File: config.mk
export PLATFORM = sky130hd
export DESIGN_NAME = vde_oq
export DESIGN_NICKNAME = d
export VERILOG_FILES = /design/src/sv/vde_pkg.sv /design/src/sv/vde_oq.sv
export SDC_FILE = /design/constraint.sdc
export NUM_CORES = 1
export LEC_CHECK = 0
export BUFFER_PORTS_ARGS = -buffer_cell sky130_fd_sc_hd__buf_2
export CAP_MARGIN = 25
export CORE_AREA = 2 2 180 182
export CTS_BUF_LIST = sky130_fd_sc_hd__clkbuf_8
export DETAILED_ROUTE_END_ITERATION = 10
export DIE_AREA = 0 0 182 184
export PLACE_DENSITY = 0.86
export SLEW_MARGIN = 20
export SYNTH_ARGS = -nofsm -noshare
export SYNTH_HDL_FRONTEND = slang
export SYNTH_SLANG_ARGS = --single-unit
File: constraint.sdc
create_clock -name i_clk -period 13 [get_ports i_clk]
set_clock_uncertainty 0.2 [all_clocks]
set_input_delay 1.3 -clock i_clk [delete_from_list [all_inputs] [get_ports i_clk]]
set_output_delay 1.3 -clock i_clk [all_outputs]
set_load 0.005 [all_outputs]
File: src/sv/vde_pkg.sv
`default_nettype none
package vde_pkg;

    // sizes fixed by the item fields and registers
    localparam int DIM_DEFAULT = 1024;
    localparam int LEN_W       = 11;
    localparam int ELEM_W      = 16;
    localparam int TERM_W      = 34;
    localparam int ACC_W       = 44;
    localparam int CNUM_W      = 16;
    localparam int METRIC_W    = 2;
    localparam int CFG_IDX_W   = 1;

    // output queue
    localparam int OQ_DEPTH = 8;
    localparam int OQ_PTR_W = 3;
    localparam int OQ_CNT_W = 4;

    // register reset values
    localparam logic [LEN_W-1:0]    LEN_RESET    = 11'd1024;
    localparam logic [METRIC_W-1:0] METRIC_RESET = 2'd0;

    // 1.0 in product scale
    localparam logic signed [ACC_W-1:0] ONE_PS = 44'sh000_4000_0000;

    // register indexes
    localparam logic [CFG_IDX_W-1:0] REG_METRIC = 1'd0;
    localparam logic [CFG_IDX_W-1:0] REG_VLEN   = 1'd1;

    // metric codes, the unused code behaves as cosine
    localparam logic [METRIC_W-1:0] METRIC_COSINE = 2'd0;
    localparam logic [METRIC_W-1:0] METRIC_L2     = 2'd1;
    localparam logic [METRIC_W-1:0] METRIC_DOT    = 2'd2;

    // item kinds
    localparam logic KIND_QUERY = 1'b0;
    localparam logic KIND_CAND  = 1'b1;

    // control of one item on its way into the datapath
    typedef struct packed {
        logic              valid;
        logic              clr;
        logic              last;
        logic [CNUM_W-1:0] cnum;
    } t_s1_ctl;

    // a finished distance
    typedef struct packed {
        logic signed [ACC_W-1:0] distance;
        logic [CNUM_W-1:0]       cnum;
    } t_res;

    // results still inside the datapath
    typedef struct packed {
        logic s2_pend;
        logic s3_pend;
    } t_mac_status;

endpackage
`default_nettype wire

File: src/sv/vde_oq.sv
`default_nettype none
module vde_oq (
    input  wire logic                          i_clk,
    input  wire logic                          i_rst_n,
    input  wire logic                          i_push,
    input  wire vde_pkg::t_res                 i_push_data,
    input  wire logic                          i_out_stall,
    output logic                               o_out_valid,
    output logic signed [vde_pkg::ACC_W-1:0]   o_distance,
    output logic [vde_pkg::CNUM_W-1:0]         o_candidate_number,
    output logic [vde_pkg::OQ_CNT_W-1:0]       o_count
);
    import vde_pkg::*;

    t_res                r_mem [OQ_DEPTH];
    logic [OQ_PTR_W-1:0] r_wr_ptr;
    logic [OQ_PTR_W-1:0] r_rd_ptr;
    logic [OQ_CNT_W-1:0] r_count;
    logic [OQ_CNT_W-1:0] n_count;
    logic                pop;

    assign pop = o_out_valid & ~i_out_stall;

    // occupancy
    always_comb begin
        n_count = r_count;
        if (i_push && !pop) begin
            n_count = r_count + OQ_CNT_W'(1);
        end else if (!i_push && pop) begin
            n_count = r_count - OQ_CNT_W'(1);
        end
    end

    // pointers and count
    always_ff @(posedge i_clk) begin
        if (!i_rst_n) begin
            r_wr_ptr <= '0;
            r_rd_ptr <= '0;
            r_count  <= '0;
        end else begin
            r_count <= n_count;
            if (i_push) begin
                r_wr_ptr <= r_wr_ptr + OQ_PTR_W'(1);
            end
            if (pop) begin
                r_rd_ptr <= r_rd_ptr + OQ_PTR_W'(1);
            end
        end
    end

    // storage
    always_ff @(posedge i_clk) begin
        if (i_push) begin
            r_mem[r_wr_ptr] <= i_push_data;
        end
    end

    assign o_out_valid        = (r_count != '0);
    assign o_distance         = r_mem[r_rd_ptr].distance;
    assign o_candidate_number = r_mem[r_rd_ptr].cnum;
    assign o_count            = r_count;

endmodule
`default_nettype wire

# --- Word-level counts from Yosys, hierarchy flattened ---
# Memory sizes are Yosys's and may differ from the RTL's. A register that Yosys moved wholly into a read port is not among the register bits.
# Cells that the tools add are included.
op_classes:
  n_bitwise: 2
  reduce_logical: 6
  addsub: 4
  n_mux: 6
op_table:
  columns: ["cell", "n"]
  rows:
  - ["4-bit 2-to-1 mux", 2]
  - ["3-bit by 1-bit adder with 3-bit output, second input constant", 2]
  - ["3-bit 2-to-1 mux", 2]
  - ["4-bit by 1-bit adder with 4-bit output, second input constant", 1]
  - ["4-bit nonzero test", 1]
  - ["4-bit by 1-bit subtractor with 4-bit output, second input constant", 1]
  - ["1-bit logical AND", 2]
  - ["1-bit zero test", 2]
  - ["1-bit 2-to-1 mux", 2]
  - ["2-bit nonzero test", 1]
  - ["1-bit AND", 1]
  - ["1-bit inverter", 1]
totals:
  register_bits: 10
  mem_bits_rw: 480
  n_memories: 1
  in_bits: 64
  wordCells: 22
mem_list:
  columns: ["name", "depth", "word_bits", "read_ports", "rd_clocked_by_memory_dff", "wr", "line_no", "source"]
  rows:
  - ["r_mem", 8, 60, 1, 1, 1, "vde_oq.sv:15", "t_res r_mem [OQ_DEPTH];"]

# --- Logic depth before layout (Yosys ltp) ---
depth:
  word_depth: 5
  ltp_mapped: 10

# --- Worst setup path before layout ---
# Ideal clock, no wire load.
synth_timing:
  path_kind: "input to register"
  start: "in i_push"
  end: "mem r_mem[0][0] (netlist bit), enable pin"
  t_required_ps: 12248
  arrival_ps: 5477
  path_slack_ps: 6771
  setup_time_ps: 552
  path_stages: 2
  path_cell_list: "nand2b_1 nor3_1"
synth_between:
  elab_chain_len: 2
synth_lines:
  columns: ["item", "line_no", "source"]
  rows:
  - ["from (decl)", "vde_oq.sv:5", "input wire logic i_push,"]
  - ["1-bit 2-to-1 mux", "vde_oq.sv:53", "if (i_push) begin"]
  - ["1-bit 2-to-1 mux (implied by the code)", "vde_oq.sv:54", "r_mem[r_wr_ptr] <= i_push_data;"]
  - ["to (decl)", "vde_oq.sv:15", null]
# No other way between the ends.

==> impl_metrics.json <==
{
  "cts_setup_buffers": 0,
  "syn2layout_area_growth_pct": 12.77,
  "worstPathMaxFanout": 41,
  "dieWidth_um": 182,
  "period_share_pct": 41.22,
  "ir_drop_v": 0.0001078,
  "drive_gt1_share_pct": 40.16,
  "worst_path_largest_cell_delay_ns": 0.73,
  "syn_nets": 834,
  "ctsHtreeMaxLevel": 3,
  "arrival_ns": 3.86,
  "ant_nets": 0,
  "ys_seq_area_share_pct": 78.09,
  "synth-compound-area-share_pct": 0.1931,
  "synth_top_family_by_area": "multiplexers",
  "reg2reg_slack_ns": 10.22,
  "critPathKind": "flip-flop to primary output",
  "reg2reg_to": "o_count[3]$_SDFFE_PN0P_",
  "start_kind": "flip-flop",
  "ys_ff_latch": 493,
  "start_util_pct": 59.86,
  "synth_area_per_cell_sq_um": 24.59,
  "hold_path_class": "flip-flop to flip-flop",
  "clockBufferDepth": 3,
  "setup_tns_ns": 0,
  "rows": 65,
  "finalSetupViolCount": 0,
  "fin_nets": 1020,
  "hold_violations": 0,
  "pin_count": 129,
  "grt_pass1_wl_um": 52960,
  "port_buffers": 128,
  "crit_family": "buffers and inverters",
  "placed_area_sq_um": 19830,
  "critPathRequiredTime_ns": 11.50,
  "synth_area_sq_um": 18790,
  "min_period_ns": 5.358,
  "drcViolationCount": 0,
  "die_h_um": 184,
  "clkSlewWorstSetupHoldPaths_ns": 0.06,
  "maxSlewViolCount": 0,
  "ctsResizeCount": 0,
  "antenna_found_initial": 7,
  "stdcell_area_sq_um": 21190,
  "synth-simple-area-share_pct": 0.8656,
  "reg2reg_depth": 10,
  "cp_slowest_cell": "dfxtp_4",
  "end_kind": "primary output",
  "ys_types": 30,
  "synth_warnings": 0,
  "grt-ovfl-total": 0,
  "grt_max_degree": 61,
  "synth_fa_ha_area_share_pct": 0.4395,
  "post_drt_wl_per_cell_um": 24.71,
  "cp_num_buf_inv": 4,
  "groute.usage.overall_pct": 21.45,
  "num_vias": 8469,
  "core-area_sq_um": 31390,
  "tightest_slew_ns": 0.9719,
  "clk_latency_ns": 0.59,
  "dpl.hpwl_um": 18730,
  "drtPass1Iterations": 5,
  "synth-xor-area-share_pct": 0.2797,
  "clkSinkCount": 493,
  "synthCells": 764,
  "via_per_inst": 6.023,
  "min_from": "o_count[3]$_SDFFE_PN0P_",
  "cts_tree": "built",
  "rsz0062_at_grt": "no",
  "fmax_ghz": 0.1866,
  "drv_cap": 0,
  "critPathMostFrequentCell": "buf_4",
  "status": "finished clean",
  "power_density_nw_per_um2": 175.6,
  "crit_chain": "buf_4 > buf_4 > buf_16 > mux4_1 > mux2_2 > buf_2",
  "cts_buffers": 75,
  "timing.rr.start": "o_count[1]$_SDFFE_PN0P_",
  "muxShareOfSynthArea_pct": 18.54,
  "gp_congestion": 0.7029,
  "drt-initial-drc-count": 733,
  "whs_path_depth": 2,
  "clockRootBuffer": "clkbuf_8",
  "first_global_vias": 9170,
  "cts_hold_buf": 0,
  "wirelength_um": 34740,
  "worstHoldEndpoint": "o_count[3]$_SDFFE_PN0P_",
  "p_leak_nw": 6.911,
  "die-area_sq_um": 33490,
  "relSlewSlack_pct": 35.05
}
## cell usage in the layout, fill, tap and decap left out, drive strengths merged
master,netlist,layout
clkbuf,12,75
a21oi,1,1
dfxtp,13,13
nand2,6,6
buf,23,144
xnor2,3,3
fa,1,1
and2,7,7
a21boi,1,1
diode,0,3
edfxtp,480,480
clkinv,0,21
nand3,1,1
xor2,3,3
nor3b,1,1
a31oi,1,1
ha,5,5
mux4,120,120
nor3,2,2
clkinvlp,0,3
nor4,1,1
nor2,8,8
nand2b,4,4
mux2i,3,3
a211oi,1,1
inv,3,31
o21ai,2,2
nor2b,2,2
bufinv,0,1
mux2,60,60
## how the worst max path moves through the flow
stage | from | end | cells after the start
2_1_floorplan | i_push | r_mem[0][0]$_DFFE_PP_ | 2
3_5_place_dp | flip-flop | o_distance[30] | 5
4_1_cts | flip-flop | o_distance[30] | 5
6_report | flip-flop | o_distance[15] | 6
5_1_grt | flip-flop | o_distance[27] | 6
3_3_place_gp | flip-flop | o_distance[30] | 5
## per-layer routing
layer  vias to the layer above  part of all wire, %  wire (um)  global-route usage (%)
met3                        50                  7.0       2417                   4.635
met1                      4450                   40      13770                   28.57
met5                         -                 0.12         43                       0
met2                       313                   52      17890                   35.76
li1                       3648                    -          -                       -
met4                         8                  1.8        618                   7.516
## report_power, final
group          leakage [nW]  internal, mW  total (mW)  switching (mW)
clock                 0.744         0.562        1.12           0.562
sequential             4.47          1.80        1.85          0.0580
combinational          1.70         0.429       0.742           0.313
## flip-flops by register name, indices dropped and copies added (netlist names), named ones only
name	cells
r_mem	480
r_wr_ptr	3
r_rd_ptr	3
o_count	4
## kinds of logic after synthesis
kind of cell / count (synthesis)
xor+xnor: 6
simple gates: 32
compound gates: 6
buf+inv: 38
mux: 183
flops: 493
fa+ha+maj: 6
## final cells by class
type | count | area, sq um
Sequential cell | 493 | 14690
Fill cell | 1888 | 10200
Multi-Input combinational cell | 233 | 3872
Timing Repair Buffer | 144 | 805.8
Clock buffer | 75 | 1032
Antenna cell | 3 | 7.507
Clock inverter | 53 | 272.8
Tap cell | 402 | 503.0
Inverter | 3 | 11.26
## metrics by stage
stage | hold WS (ns) | setup WS, ns | total power [mW] | cells | util, %
after floorplan | 0.2742 | 6.771 | 2.459 | 764 | -
after global placement | 0.2698 | 7.904 | 2.613 | 1272 | 63.10
after detailed placement | 0.3043 | 7.923 | 2.630 | 1273 | 63.17
after CTS | 0.3134 | 7.286 | 3.755 | 1401 | 67.33
after global routing | 0.3340 | 7.318 | 3.885 | 1403 | 67.48
final | 0.3089 | 7.642 | 3.721 | 1406 | 67.50
## synth_stat cells (all sizes together)
cell type	count	area [sq um]
edfxtp	480	14410
mux4	120	2778
mux2	60	675.7
buf	23	242.7
dfxtp	13	260.3
clkbuf	12	45.04
nor2	8	30.03
and2	7	43.79
nand2	6	22.52
ha	5	62.56
nand2b	4	25.02
inv	3	11.26
mux2i	3	30.03
xnor2	3	26.28
xor2	3	26.28
nor2b	2	12.51
nor3	2	10.01
o21ai	2	10.01
a211oi	1	7.510
a21boi	1	7.510
a21oi	1	5.000
a31oi	1	6.260
fa	1	20.02
nand3	1	5.000
nor3b	1	7.510
nor4	1	6.260
## worst register-to-register path: stages (launching register included)
cell	delay (ns)
dfxtp_1	0.36
nor4_1	0.61
nor2_1	0.17
inv_1	0.09
ha_1	0.17
inv_1	0.09
ha_1	0.33
a21oi_1	0.21
a211oi_1	0.10
a31oi_1	0.18
mux2i_1	0.20
Power figures use the tool's default switching activity.
