<file path="config.mk">
export PLATFORM = sky130hd
export DESIGN_NAME = vde_mac
export DESIGN_NICKNAME = d
export VERILOG_FILES = /design/src/sv/vde_pkg.sv /design/src/sv/vde_mac.sv
export SDC_FILE = /design/constraint.sdc
export NUM_CORES = 1
export LEC_CHECK = 0
export ABC_AREA = 1
export BUFFER_PORTS_ARGS = -buffer_cell sky130_fd_sc_hd__buf_2
export CAP_MARGIN = 5
export CORE_UTILIZATION = 45
export DETAILED_ROUTE_END_ITERATION = 6
export PLACE_DENSITY = 0.66
export SLEW_MARGIN = 15
export SYNTH_ARGS = -nofsm -noshare
export SYNTH_HDL_FRONTEND = slang
export SYNTH_SLANG_ARGS = --single-unit
</file>
<file path="constraint.sdc">
create_clock -name i_clk -period 14.7 [get_ports i_clk]
set_input_delay 0.735 -clock i_clk [delete_from_list [all_inputs] [get_ports i_clk]]
set_output_delay 0.735 -clock i_clk [all_outputs]
set_load 0.005 [all_outputs]
</file>
<file path="src/sv/vde_pkg.sv">
`default_nettype none
package vde_pkg;

    // sizes fixed by the item fields and registers
    localparam int DIM_DEFAULT = 1024;
    localparam int LEN_W       = 11;
    localparam int ELEM_W      = 16;
    localparam int TERM_W      = 34;
    localparam int ACC_W       = 44;
    localparam int CNUM_W      = 16;
    localparam int METRIC_W    = 2;
    localparam int CFG_IDX_W   = 1;

    // output queue
    localparam int OQ_DEPTH = 8;
    localparam int OQ_PTR_W = 3;
    localparam int OQ_CNT_W = 4;

    // register reset values
    localparam logic [LEN_W-1:0]    LEN_RESET    = 11'd1024;
    localparam logic [METRIC_W-1:0] METRIC_RESET = 2'd0;

    // 1.0 in product scale
    localparam logic signed [ACC_W-1:0] ONE_PS = 44'sh000_4000_0000;

    // register indexes
    localparam logic [CFG_IDX_W-1:0] REG_METRIC = 1'd0;
    localparam logic [CFG_IDX_W-1:0] REG_VLEN   = 1'd1;

    // metric codes, the unused code behaves as cosine
    localparam logic [METRIC_W-1:0] METRIC_COSINE = 2'd0;
    localparam logic [METRIC_W-1:0] METRIC_L2     = 2'd1;
    localparam logic [METRIC_W-1:0] METRIC_DOT    = 2'd2;

    // item kinds
    localparam logic KIND_QUERY = 1'b0;
    localparam logic KIND_CAND  = 1'b1;

    // control of one item on its way into the datapath
    typedef struct packed {
        logic              valid;
        logic              clr;
        logic              last;
        logic [CNUM_W-1:0] cnum;
    } t_s1_ctl;

    // a finished distance
    typedef struct packed {
        logic signed [ACC_W-1:0] distance;
        logic [CNUM_W-1:0]       cnum;
    } t_res;

    // results still inside the datapath
    typedef struct packed {
        logic s2_pend;
        logic s3_pend;
    } t_mac_status;

endpackage
`default_nettype wire

</file>
<file path="src/sv/vde_mac.sv">
`default_nettype none
module vde_mac (
    input  wire logic                            i_clk,
    input  wire logic                            i_rst_n,
    input  wire logic [vde_pkg::METRIC_W-1:0]    i_metric,
    input  wire vde_pkg::t_s1_ctl                i_s1,
    input  wire logic signed [vde_pkg::ELEM_W-1:0] i_elem,
    input  wire logic signed [vde_pkg::ELEM_W-1:0] i_qdata,
    output logic                                 o_push_valid,
    output vde_pkg::t_res                        o_push_data,
    output vde_pkg::t_mac_status                 o_status
);
    import vde_pkg::*;

    logic signed [ELEM_W:0]   diff;
    logic signed [ELEM_W:0]   mul_a;
    logic signed [ELEM_W:0]   mul_b;
    logic signed [TERM_W-1:0] prod;

    t_s1_ctl                  r_s2;
    logic signed [TERM_W-1:0] r_term;
    logic signed [ACC_W-1:0]  r_acc;
    logic signed [ACC_W-1:0]  acc_sum;

    logic                     r_s3_valid;
    logic signed [ACC_W-1:0]  r_s3_sum;
    logic [CNUM_W-1:0]        r_s3_cnum;

    // product term: (q-c)^2 for l2, q*c otherwise
    always_comb begin
        diff = {i_qdata[ELEM_W-1], i_qdata} - {i_elem[ELEM_W-1], i_elem};
        if (i_metric == METRIC_L2) begin
            mul_a = diff;
            mul_b = diff;
        end else begin
            mul_a = {i_qdata[ELEM_W-1], i_qdata};
            mul_b = {i_elem[ELEM_W-1], i_elem};
        end
        prod = mul_a * mul_b;
    end

    // term register
    always_ff @(posedge i_clk) begin
        if (!i_rst_n) begin
            r_s2 <= '0;
        end else begin
            r_s2 <= i_s1;
        end
        r_term <= prod;
    end

    assign acc_sum = r_acc + ACC_W'(r_term);

    // accumulator, cleared by a query load and after each finished candidate
    always_ff @(posedge i_clk) begin
        if (!i_rst_n) begin
            r_acc      <= '0;
            r_s3_valid <= 1'b0;
        end else begin
            r_s3_valid <= r_s2.valid & r_s2.last;
            if (r_s2.valid) begin
                if (r_s2.clr || r_s2.last) begin
                    r_acc <= '0;
                end else begin
                    r_acc <= acc_sum;
                end
            end
        end
        r_s3_sum  <= acc_sum;
        r_s3_cnum <= r_s2.cnum;
    end

    // final distance per metric
    always_comb begin
        o_push_data.cnum = r_s3_cnum;
        case (i_metric)
            METRIC_L2:  o_push_data.distance = r_s3_sum;
            METRIC_DOT: o_push_data.distance = -r_s3_sum;
            default:    o_push_data.distance = ONE_PS - r_s3_sum;
        endcase
    end

    assign o_push_valid     = r_s3_valid;
    assign o_status.s2_pend = r_s2.valid & r_s2.last;
    assign o_status.s3_pend = r_s3_valid;

endmodule
`default_nettype wire

</file>
# Word-level counts from Yosys, hierarchy flattened
# Index checks and enable logic that the tools add are counted.
# word_totals
wordCells,22
out_inout_bits,63
reg_bits,158
input_bits,55
# op_classes
mux,4
n_eq_ne,2
bitwise,1
reduce_logical,1
mul,1
addsub,4
# ops
op,n
case mux 44 bit (2 select lines),1
adder 44 x 34 -> 44 bit,1
2-to-1 mux 44 bit,1
negation 44 bit,1
"subtractor 32 x 44 -> 44 bit, first input constant",1
multiplier 17 x 17 -> 34 bit,1
2-to-1 mux 17 bit,2
subtractor 16 x 16 -> 17 bit,1
"equality test 2 x 1 -> 1 bit, second input constant",1
"equality test 2 bit, second input constant",1
bitwise AND 1 bit,1
logical OR 1 bit,1

# Longest topological paths before layout
# Gate-level depths: netlist of run 1.
# logic_depth
word_depth,3
depth_mapped,38
depth_no_buf,37

# Worst setup path after synthesis of run 1
# No wires, ideal clock.
# synth_timing
path_type,input to register
start,input port i_qdata[0] (netlist name)
end,register r_term[30]
setup_time_ps,113
cell_stages,33
arrival_time_ps,7308
slack_ps,7279
required_time_ps,14587
cell_sequence,inv_1 > ha_1 > inv_1 > fa_1 > nand4_1 > o211ai_1 > nand3_1 > nand2_1 > nand2_1 > nand2_1 > nand2_1 > nand2_1 > buf_6 > nor2_1 > inv_1 > fa_1 > inv_1 > fa_1 > inv_1 > fa_1 > fa_1 > inv_1 > fa_1 > inv_1 > fa_1 > inv_1 > ha_1 > nand2_1 > nor2_1 > nand3_1 > or2_2 > nand4_1 > nand2_1
# synth_between
elab_chain_cells,3
elab_cells_between_ends,4
cone_classes,add/sub: 1; mul: 1; mux: 2
# synth_lines
item,line,text
start: declaration,vde_mac.sv:8,"input wire logic signed [vde_pkg::ELEM_W-1:0] i_qdata,"
subtractor 16 x 16 -> 17 bit,vde_mac.sv:31,"diff = {i_qdata[ELEM_W-1], i_qdata} - {i_elem[ELEM_W-1], i_elem};"
2-to-1 mux 17 bit,vde_mac.sv:32,if (i_metric == METRIC_L2) begin
multiplier 17 x 17 -> 34 bit *,vde_mac.sv:39,prod = mul_a * mul_b;
named net prod[30],vde_mac.sv:18,logic signed [TERM_W-1:0] prod;
end signal: assignment,vde_mac.sv:49,r_term <= prod;
end: declaration,vde_mac.sv:21,logic signed [TERM_W-1:0] r_term;
# Mark *: on every way through the listed nets, which the timed path passes. The rest lies on a longest branch.
# A chain may end at the register's enable or synchronous reset.

# Worst setup path in the final report of run 1
# layout_timing
start,input port i_metric[1] (netlist name)
end,register r_term[30]
# layout_between
elab_chain_cells,3
elab_cells_between_ends,4
cone_classes,mul: 1; eq/ne: 1; mux: 2
# layout_lines
item,line,text
start: declaration,vde_mac.sv:5,"input wire logic [vde_pkg::METRIC_W-1:0] i_metric,"
equality test 2 x 1 -> 1 bit *,vde_mac.sv:32,
2-to-1 mux 17 bit,vde_mac.sv:32,
multiplier 17 x 17 -> 34 bit *,vde_mac.sv:39,
named net prod[30],vde_mac.sv:18,
# Marked as above.

==> summary.md, run 1 <==
| Metric | Value |
|---|---|
| Hold Crit Start | r_s2[9] |
| Hold path endpoint | r_s3_cnum[9] |
| Setup WS post-layout | 6.69 ns |
| CP max-delay cell | inv_1 |
| First-pass GRT wire length | 104000 µm |
| Core Box Area | 49000 µm² |
| Initial core utilization | 45.6% |
| Setup TNS | 0 ns |
| Largest buffer count on any clock path | 2 |
| Synth unique cells | between 50 and 60 |
| Worst r2r path cells | 16 |
| Number of DRC markers in iteration 0 | around 1700 |
| Crit Path Class | input pin to register |
| CP Capture Type | register |
| Die Footprint | 50500 µm² |
| FFs w/ async S/R, synth | 0% |
| Post-Syn Area per Cell | 7.04 µm² |
| Gate Count Post-Synth | 3172 |
| Final Slew Violations | 0 |
| Worst rel slew slack | between 30% and 40% |
| Ratio of cells with drive above 1 in the final layout | between 8 and 9% |
| Router iterations before antenna repair | 5 |
| Synth area leaders | fa_1 (27%), dfxtp_1 (14%), nand2_1 (14%), inv_1 (11%), ha_1 (8.2%) |
| Num CTS Buffers | 17 |
| Synthesized flop and latch total | 158 |
| DRC | 0 |
| Die span in x | 225 µm |
| Row count | 81 |
| Gr ovfl total | 0 |
| ANT cells | 0 |
| CTS sink count | 158 |
| Die Span Y | approximately 220 µm |
| Hold WC Path Type | register to register |
| Status | finished clean |
| Critical Path RT | 15.04 ns |
| Final GP Congestion | 0.975 |
| CP arrival | 8.35 ns |
| Tcrit/Tclk final | between 50% and 60% |
| CP max stage delay | 0.81 ns |
| Nets | 3762 |
| Seq. cell area | 3160 µm² |
| IO buf count | 117 |
| Top Ports | roughly 120 |
| Detailed Place HPWL | 54100 µm |
| Synth Net Count | 3672 |
| Critical path's top delay family | adder cells |
| Wire length per cell | 16.1 µm |
| Post-synthesis cell area | 22300 µm² |
| WL final | 63400 µm |
| Finish-stage setup viols | 0 |
| RSZ-0062 raised after global routing | no |
| Main flop type after synthesis | dfxtp_1 |
| Area grow syn2layout | 7.96% |
| Postcts setup bufs | 0 |
| Critical path buffer and inverter count | 8 |
| Final Core Density | 49.2% |
| Top-area cell type share of the netlist area | 26.7% |
| DR vias | roughly 20000 |
| CTS Hold Bufs | 0 |
| Hold depth | 0 |
| Dpl ws | 6.18 ns |
| Number of global-route vias before repair | 20200 |
| R2r startpoint | r_acc[0] |
| Crit start category | input pin |
| R2R Path End | r_acc[24] |
| Layout filler cell count | between 5000 and 6000 |
| CTS resizes | 0 |
| Worst-path clk slew | 0.07 ns |
| Max cap viols | 0 |
| H-tree levels | 4 |
| Total GRT Usage | 26.4% |
| R2r setup slk | 11.70 ns |
| CTS tree | built |
| Largest net degree at the start of global routing | 46 |
| Crit path max fanout | 42 |
| Post-synth EDFFs | 0 |
| Root Driver | clkbuf_16 |
| Area leader, netlist | fa_1 |
| Vias per inst | 5.09 |
| ANT nets after route | 0 |
| Initial antenna violation count | 1 |
| Final Hold Vio Count | 0 |
| Fmax achieved | 125 MHz |
| Worst Tran Pin Value | between 1 and 1.5 ns |
| Multi-input logic area | 16200 µm² |
| Sequential area share after synthesis | between 10 and 15% |
| Worst-skew pair later-pin latency | between 0.4 and 0.5 ns |
| Clock Skew | 0.0158 ns |
| Yosys warns | 0 |
| Period minus WS final | 8.01 ns |
| Min Hold Slack | 0.328 ns |
[kinds of logic (layout without fill, tap and decap cells)]
family / after synthesis / count (layout) / share of synthesized area [%]
xor gates and xnor gates: 70 / 70 / 2.75
adders and majority gates: 445 / 445 / 35.0
and+or+nand+nor: 1461 / 1461 / 27.7
AOI/OAI and AO/OA: 277 / 277 / 7.11
buffers and inverters: 761 / 864 / 13.3
DFF: 158 / 158 / 14.2
[layout make-up]
type,count,share of cell area [%]
multi-input combinational,2253,67.2
sequential,158,13.1
inverter,704,11.0
tap,664,3.45
timing repair buffer,128,2.77
clock buffer,17,1.77
clock inverter,15,0.753
[through the flow]
stage,cells,area [µm²]
finish,3939,24100
global route,3939,24100
CTS,3939,24100
detailed placement,3907,23500
global placement,3907,23500
floorplan,3172,22300
[worst max path at each step]
stage	startpoint	to	slack, ns	cells past startpoint
final	i_metric[1]	r_term[30]	6.69	26
after global routing	i_metric[1]	r_term[30]	6.10	29
after CTS	i_metric[1]	r_term[30]	6.62	26
after detailed placement	i_metric[1]	r_term[30]	6.18	26
after global placement	i_metric[1]	r_term[30]	6.36	26
after floorplan	i_qdata[0]	r_term[30]	7.28	33
[registers in the layout (all words and copies together), names as in the netlist]
name,count
r_s2,19
r_s3_cnum,16
r_s3_sum,44
r_term,34
r_acc,44
o_push_valid,1
[placed cells by master (no fill, tap or decap), types with 22 or more instances in the layout]
master,count
nand2_1,829
nand2_2,26
dfxtp_1,158
a21oi_1,131
nand3_1,145
o21ai_0,52
nor3_1,22
buf_2,117
ha_1,146
fa_1,298
nor2_1,317
inv_2,28
nand4_1,37
inv_1,672
xor2_1,49
and2_1,24
[per-layer routing]
| layer | wire, µm | vias up | track usage (%) |
|---|---|---|---|
| li1 | - | 9774 | - |
| met1 | 28800 | 9546 | 36.2 |
| met2 | 29100 | 629 | 43.5 |
| met3 | 3990 | 101 | 3.92 |
| met4 | 1440 | 2 | 6.80 |
| met5 | 19 | - | 0 |
[cell usage after synthesis, types with 20 or more instances]
library cell    n
a21oi_1       131
and2_1         24
clkbuf_1       22
dfxtp_1       158
fa_1          298
ha_1          147
inv_1         672
inv_2          28
nand2_1       829
nand2_2        26
nand3_1       145
nand4_1        37
nor2_1        317
nor3_1         22
o21ai_0        53
o21ai_1        20
xnor2_1        21
xor2_1         49
Power of run 1 is not shown: default switching activity piles up to over one toggle a cycle in this logic, so the estimate is an artifact.
==> run 2, diff against run 1 <==
Clock period 14.7 ns to 7.75 ns, I/O delays scaled along.
==> summary.md, run 2 (synthesis results as in run 1) <==
| Metric | Value |
|---|---|
| Met3 usage | 4.85% |
| Worst Tran Pin Value | 0.919 ns |
| Gr ovfl total | 0 |
| H-tree levels | 4 |
| CTS tree | built |
| Crit start category | input pin |
| Setup WS post-layout | 0.546 ns |
| CP arrival | between 7 and 8 ns |
| Busiest grt layer | met2 |
| Most frequent cells in the layout | nand2_1 (829), inv_1 (672), nor2_1 (317) |
| Final Slew Violations | 0 |
| Total GRT Usage | 25.9% |
| Fin area | 24300 µm² |
| Die Footprint | a little over 50000 µm² |
| Most common cell after layout, fill and taps aside | nand2_1 |
| Number of global-route vias before repair | 19800 |
| Worst Setup SP | i_qdata[0] |
| Die Span Y | 225 µm |
| CTS sink count | 158 |
| Core Box Area | 49000 µm² |
| Dpl ws | between 0.15 and 0.2 ns |
| Max cap viols | 0 |
| Worst-path clk slew | roughly 0.070 ns |
| Ratio of cells with drive above 1 in the final layout | under 10% |
| First-pass GRT wire length | 102000 µm |
| Worst setup path end | r_term[28] |
| Largest buffer count on any clock path | 2 |
| CP max-delay cell | fa_1 |
| Final Hold Vio Count | 0 |
| DP Area | 23700 µm² |
| WL final | 62500 µm |
| CP Capture Type | register |
| Worst rel slew slack | 38.4% |
| IO buf count | 117 |
| RSZ-0062 raised after global routing | no |
| R2r setup slk | 4.73 ns |
| ANT cells | 0 |
| Wire length per cell | 15.8 µm |
| Setup TNS | 0 ns |
| R2R Path End | r_acc[24] |
| Router iterations before antenna repair | 6 |
| Initial antenna violation count | 1 |
| Number of DRC markers in iteration 0 | 1721 |
| Top Registers | r_acc (44), r_s3_sum (44), r_term (34) |
| M2 GR Usage | 42.4% |
| Crit path max fanout | 8 |
| Postcts setup bufs | 0 |
| CTS resizes | 0 |
| Detailed Place HPWL | 53800 µm |
| Crit Path Class | input pin to register |
| DRC | 0 |
| ANT nets after route | 0 |
| Largest net degree at the start of global routing | 46 |
| Worst r2r path cells | 15 |
| Tcrit/Tclk final | 92.9% |
| Met1 GRT Util | 35.7% |
| Worst-skew pair later-pin latency | 0.45 ns |
| Status | finished clean |
| Min Hold Slack | 0.128 ns |
| Num CTS Buffers | 17 |
| Die span in x | 225 µm |
| Initial core utilization | 45.6% |
| Period minus WS final | 7.20 ns |
| CP max stage delay | between 0.6 and 0.7 ns |
| Vias per inst | 5.04 |
| Nets | 3788 |
| Finish-stage setup viols | 0 |
| Top Ports | 118 |
| Hold WC Path Type | input pin to register |
| DR vias | approximately 20000 |
| Most used cell, CP | nand2_1 |
| Row count | 81 |
| Fmax achieved | 139 MHz |
| Area grow syn2layout | 8.92% |
| Critical Path RT | 8.10 ns |
| R2r startpoint | r_acc[0] |
| CTS Hold Bufs | 0 |
| Final GP Congestion | 0.979 |
| Root Driver | clkbuf_16 |
| Clock Skew | 0.0202 ns |
-- run 2: changes by cell type in the layout (fill, tap and decap cells not counted), sizes merged --
cell / delta
buf: +26
clkinv: -2
clkinvlp: +1
inv: +1
-- run 2: how the worst min path moves through the flow --
stage	depth (start not counted)	start	end
after detailed placement	0	r_s2[4]	r_s3_cnum[4]
final	3	i_s1[4]	r_s2[4]
after global routing	3	i_s1[10]	r_s2[10]
after CTS	3	i_s1[4]	r_s2[4]
after floorplan	0	r_s2[0]	r_s3_cnum[0]
after global placement	0	r_s2[11]	r_s3_cnum[11]
-- run 2: metrics by stage --
stage	std cells	utilization, %
after global routing	3965	49.7
after CTS	3965	49.7
after floorplan	3172	-
final	3965	49.7
after global placement	3933	48.4
after detailed placement	3933	48.4
-- run 2: cell type report --
class	count	area (µm²)
Multi-Input combinational cell	2253	16200
Inverter	704	2640
Timing Repair Buffer	154	876
Clock inverter	15	188
Tap cell	664	831
Clock buffer	17	425
Fill cell	5008	24600
Sequential cell	158	3160
-- run 2: per-layer routing --
layer	wire length, µm	up-vias
li1	-	9829
met1	28400	9458
met2	28300	603
met3	4580	77
met4	1130	0
met5	0	-
-- run 2: worst max-delay path: cells and delay by family --
family,cells,cell delay [ns]
buffers and inverters,8,0.69
adders and majority gates,9,4.15
and+or+nand+nor,15,1.90
xor gates and xnor gates,1,0.20
AOI/OAI and AO/OA,1,0.19
Power of run 2 is left out for the same reason.
==> run 3, diff against run 2 <==
Settings changed: BUFFER_PORTS_ARGS -buffer_cell sky130_fd_sc_hd__buf_2 to unset, DONT_BUFFER_PORTS set to 1, PLACE_DENSITY 0.66 to 0.64.
==> summary.md, run 3 (synthesis results as in run 1) <==
| Metric | Value |
|---|---|
| Most frequent cells in the layout | nand2_1 (829), inv_1 (672), nor2_1 (317) |
| IO buf count | 0 |
| Most common cell after layout, fill and taps aside | nand2_1 |
| Hold path endpoint | r_s2[16] |
| Initial antenna violation count | 0 |
| Die span in x | 225 µm |
| Num CTS Buffers | 17 |
| CP Capture Type | register |
| CTS Hold Bufs | 0 |
| Hold Crit Start | i_rst_n |
| Period minus WS final | ~7 ns |
| Die Footprint | 50500 µm² |
| Die Span Y | 225 µm |
| Gr ovfl total | 0 |
| DP Area | 23100 µm² |
| Status | finished clean |
| Detailed Place HPWL | around 53000 µm |
| Fin area | 23700 µm² |
| Setup TNS | 0 ns |
| Row count | 81 |
| R2R Path End | r_acc[22] |
| CTS tree | built |
| CP arrival | 7.53 ns |
| Hold WC Path Type | input pin to register |
| Postcts setup bufs | 0 |
| Worst r2r path cells | 13 |
| Worst-path clk slew | 0.07 ns |
| R2r setup slk | between 4 and 5 ns |
| Clock Skew | 0.0164 ns |
| Finish-stage setup viols | 0 |
| CTS sink count | 158 |
| First-pass GRT wire length | 102000 µm |
| Crit start category | input pin |
| Largest buffer count on any clock path | 2 |
| H-tree levels | 4 |
| Total GRT Usage | 26.0% |
| Max cap viols | 0 |
| Root Driver | clkbuf_16 |
| Critical path buffer and inverter count | 8 |
| Final Core Density | 48.4% |
| Final GP Congestion | just under 1 |
| Crit path max fanout | 9 |
| Crit Path Class | input pin to register |
| Tcrit/Tclk final | 92.6% |
| RSZ-0062 raised after global routing | no |
| Final std cells w/o fill | 3841 |
| DRC | 0 |
| Critical Path RT | ~8.1 ns |
| Area grow syn2layout | 6.11% |
| Worst Tran Pin Value | 0.916 ns |
| DR vias | 19600 |
| CP max stage delay | roughly 0.56 ns |
| Worst-skew pair later-pin latency | 0.46 ns |
| Initial core utilization | 45.6% |
| Largest net degree at the start of global routing | 46 |
| Top Registers | r_acc (44), r_s3_sum (44), r_term (34) |
| Final Slew Violations | 0 |
| Hold depth | 2 |
| Worst rel slew slack | 38.8% |
| CP max-delay cell | fa_1 |
| Critical path's top delay family | adder cells |
| Wire length per cell | 16.4 µm |
| Vias per inst | 5.11 |
| Placed cells | 3809 |
| Number of global-route vias before repair | slightly below 20000 |
| Ratio of cells with drive above 1 in the final layout | 5.82% |
| Number of DRC markers in iteration 0 | 1609 |
| ANT cells | 0 |
| Nets | between 3000 and 4000 |
| R2r startpoint | r_acc[0] |
| Router iterations before antenna repair | 6 |
| Final Hold Vio Count | 0 |
| Fmax achieved | 139 MHz |
| Core Box Area | around 49000 µm² |
| WL final | 62900 µm |
| Top Ports | around 120 |
| ANT nets after route | 0 |
[run 3: cell types whose count changed in the layout (fill, tap and decap cells not counted), sizes merged]
cell,before,now
buf,154,30
clkinv,7,12
clkinvlp,1,0
inv,711,707
[run 3: timing repair]
item,4_1_cts,5_1_grt
endpoints found under the hold margin,0,0
resized for setup,0,2
endpoints found under the setup margin,0,2
[run 3: worst max path at each step]
stage	end	depth (start not counted)	startpoint	slack (ns)
finish	r_term[28]	33	i_qdata[0]	0.57
global placement	r_term[30]	32	i_qdata[0]	0.16
floorplan	r_term[30]	33	i_qdata[0]	0.68
detailed placement	r_term[30]	30	i_qdata[0]	0.04
CTS	r_term[30]	30	i_qdata[0]	0.51
global route	r_term[30]	30	i_qdata[0]	0.08
[run 3: through the flow]
stage          hold WS (ns)  worst slack, ns
2_1_floorplan         0.310            0.677
3_3_place_gp          0.310            0.162
3_5_place_dp          0.312           0.0396
4_1_cts             0.00847            0.505
5_1_grt              0.0227           0.0750
6_report             0.0293            0.570
[run 3: routing by layer]
| metal | wire length [µm] | share of wire, % | track usage [%] | vias to the layer above |
|---|---|---|---|---|
| li1 | - | - | - | 9580 |
| met1 | 29000 | 46 | 36.7 | 9311 |
| met2 | 28100 | 45 | 41.3 | 654 |
| met3 | 4330 | 6.9 | 4.04 | 96 |
| met4 | 1500 | 2.4 | 7.46 | 0 |
| met5 | 0 | 0 | 0 | - |
[run 3: cell type report]
type	count	area, µm²
clock inverters	15	191
flip-flops and latches	158	3160
well taps	664	831
fillers	5012	25300
inverters	704	2640
clock buffers	17	425
repair buffers	30	238
multi-input cells	2253	16200
Power of run 3 is left out for the same reason.
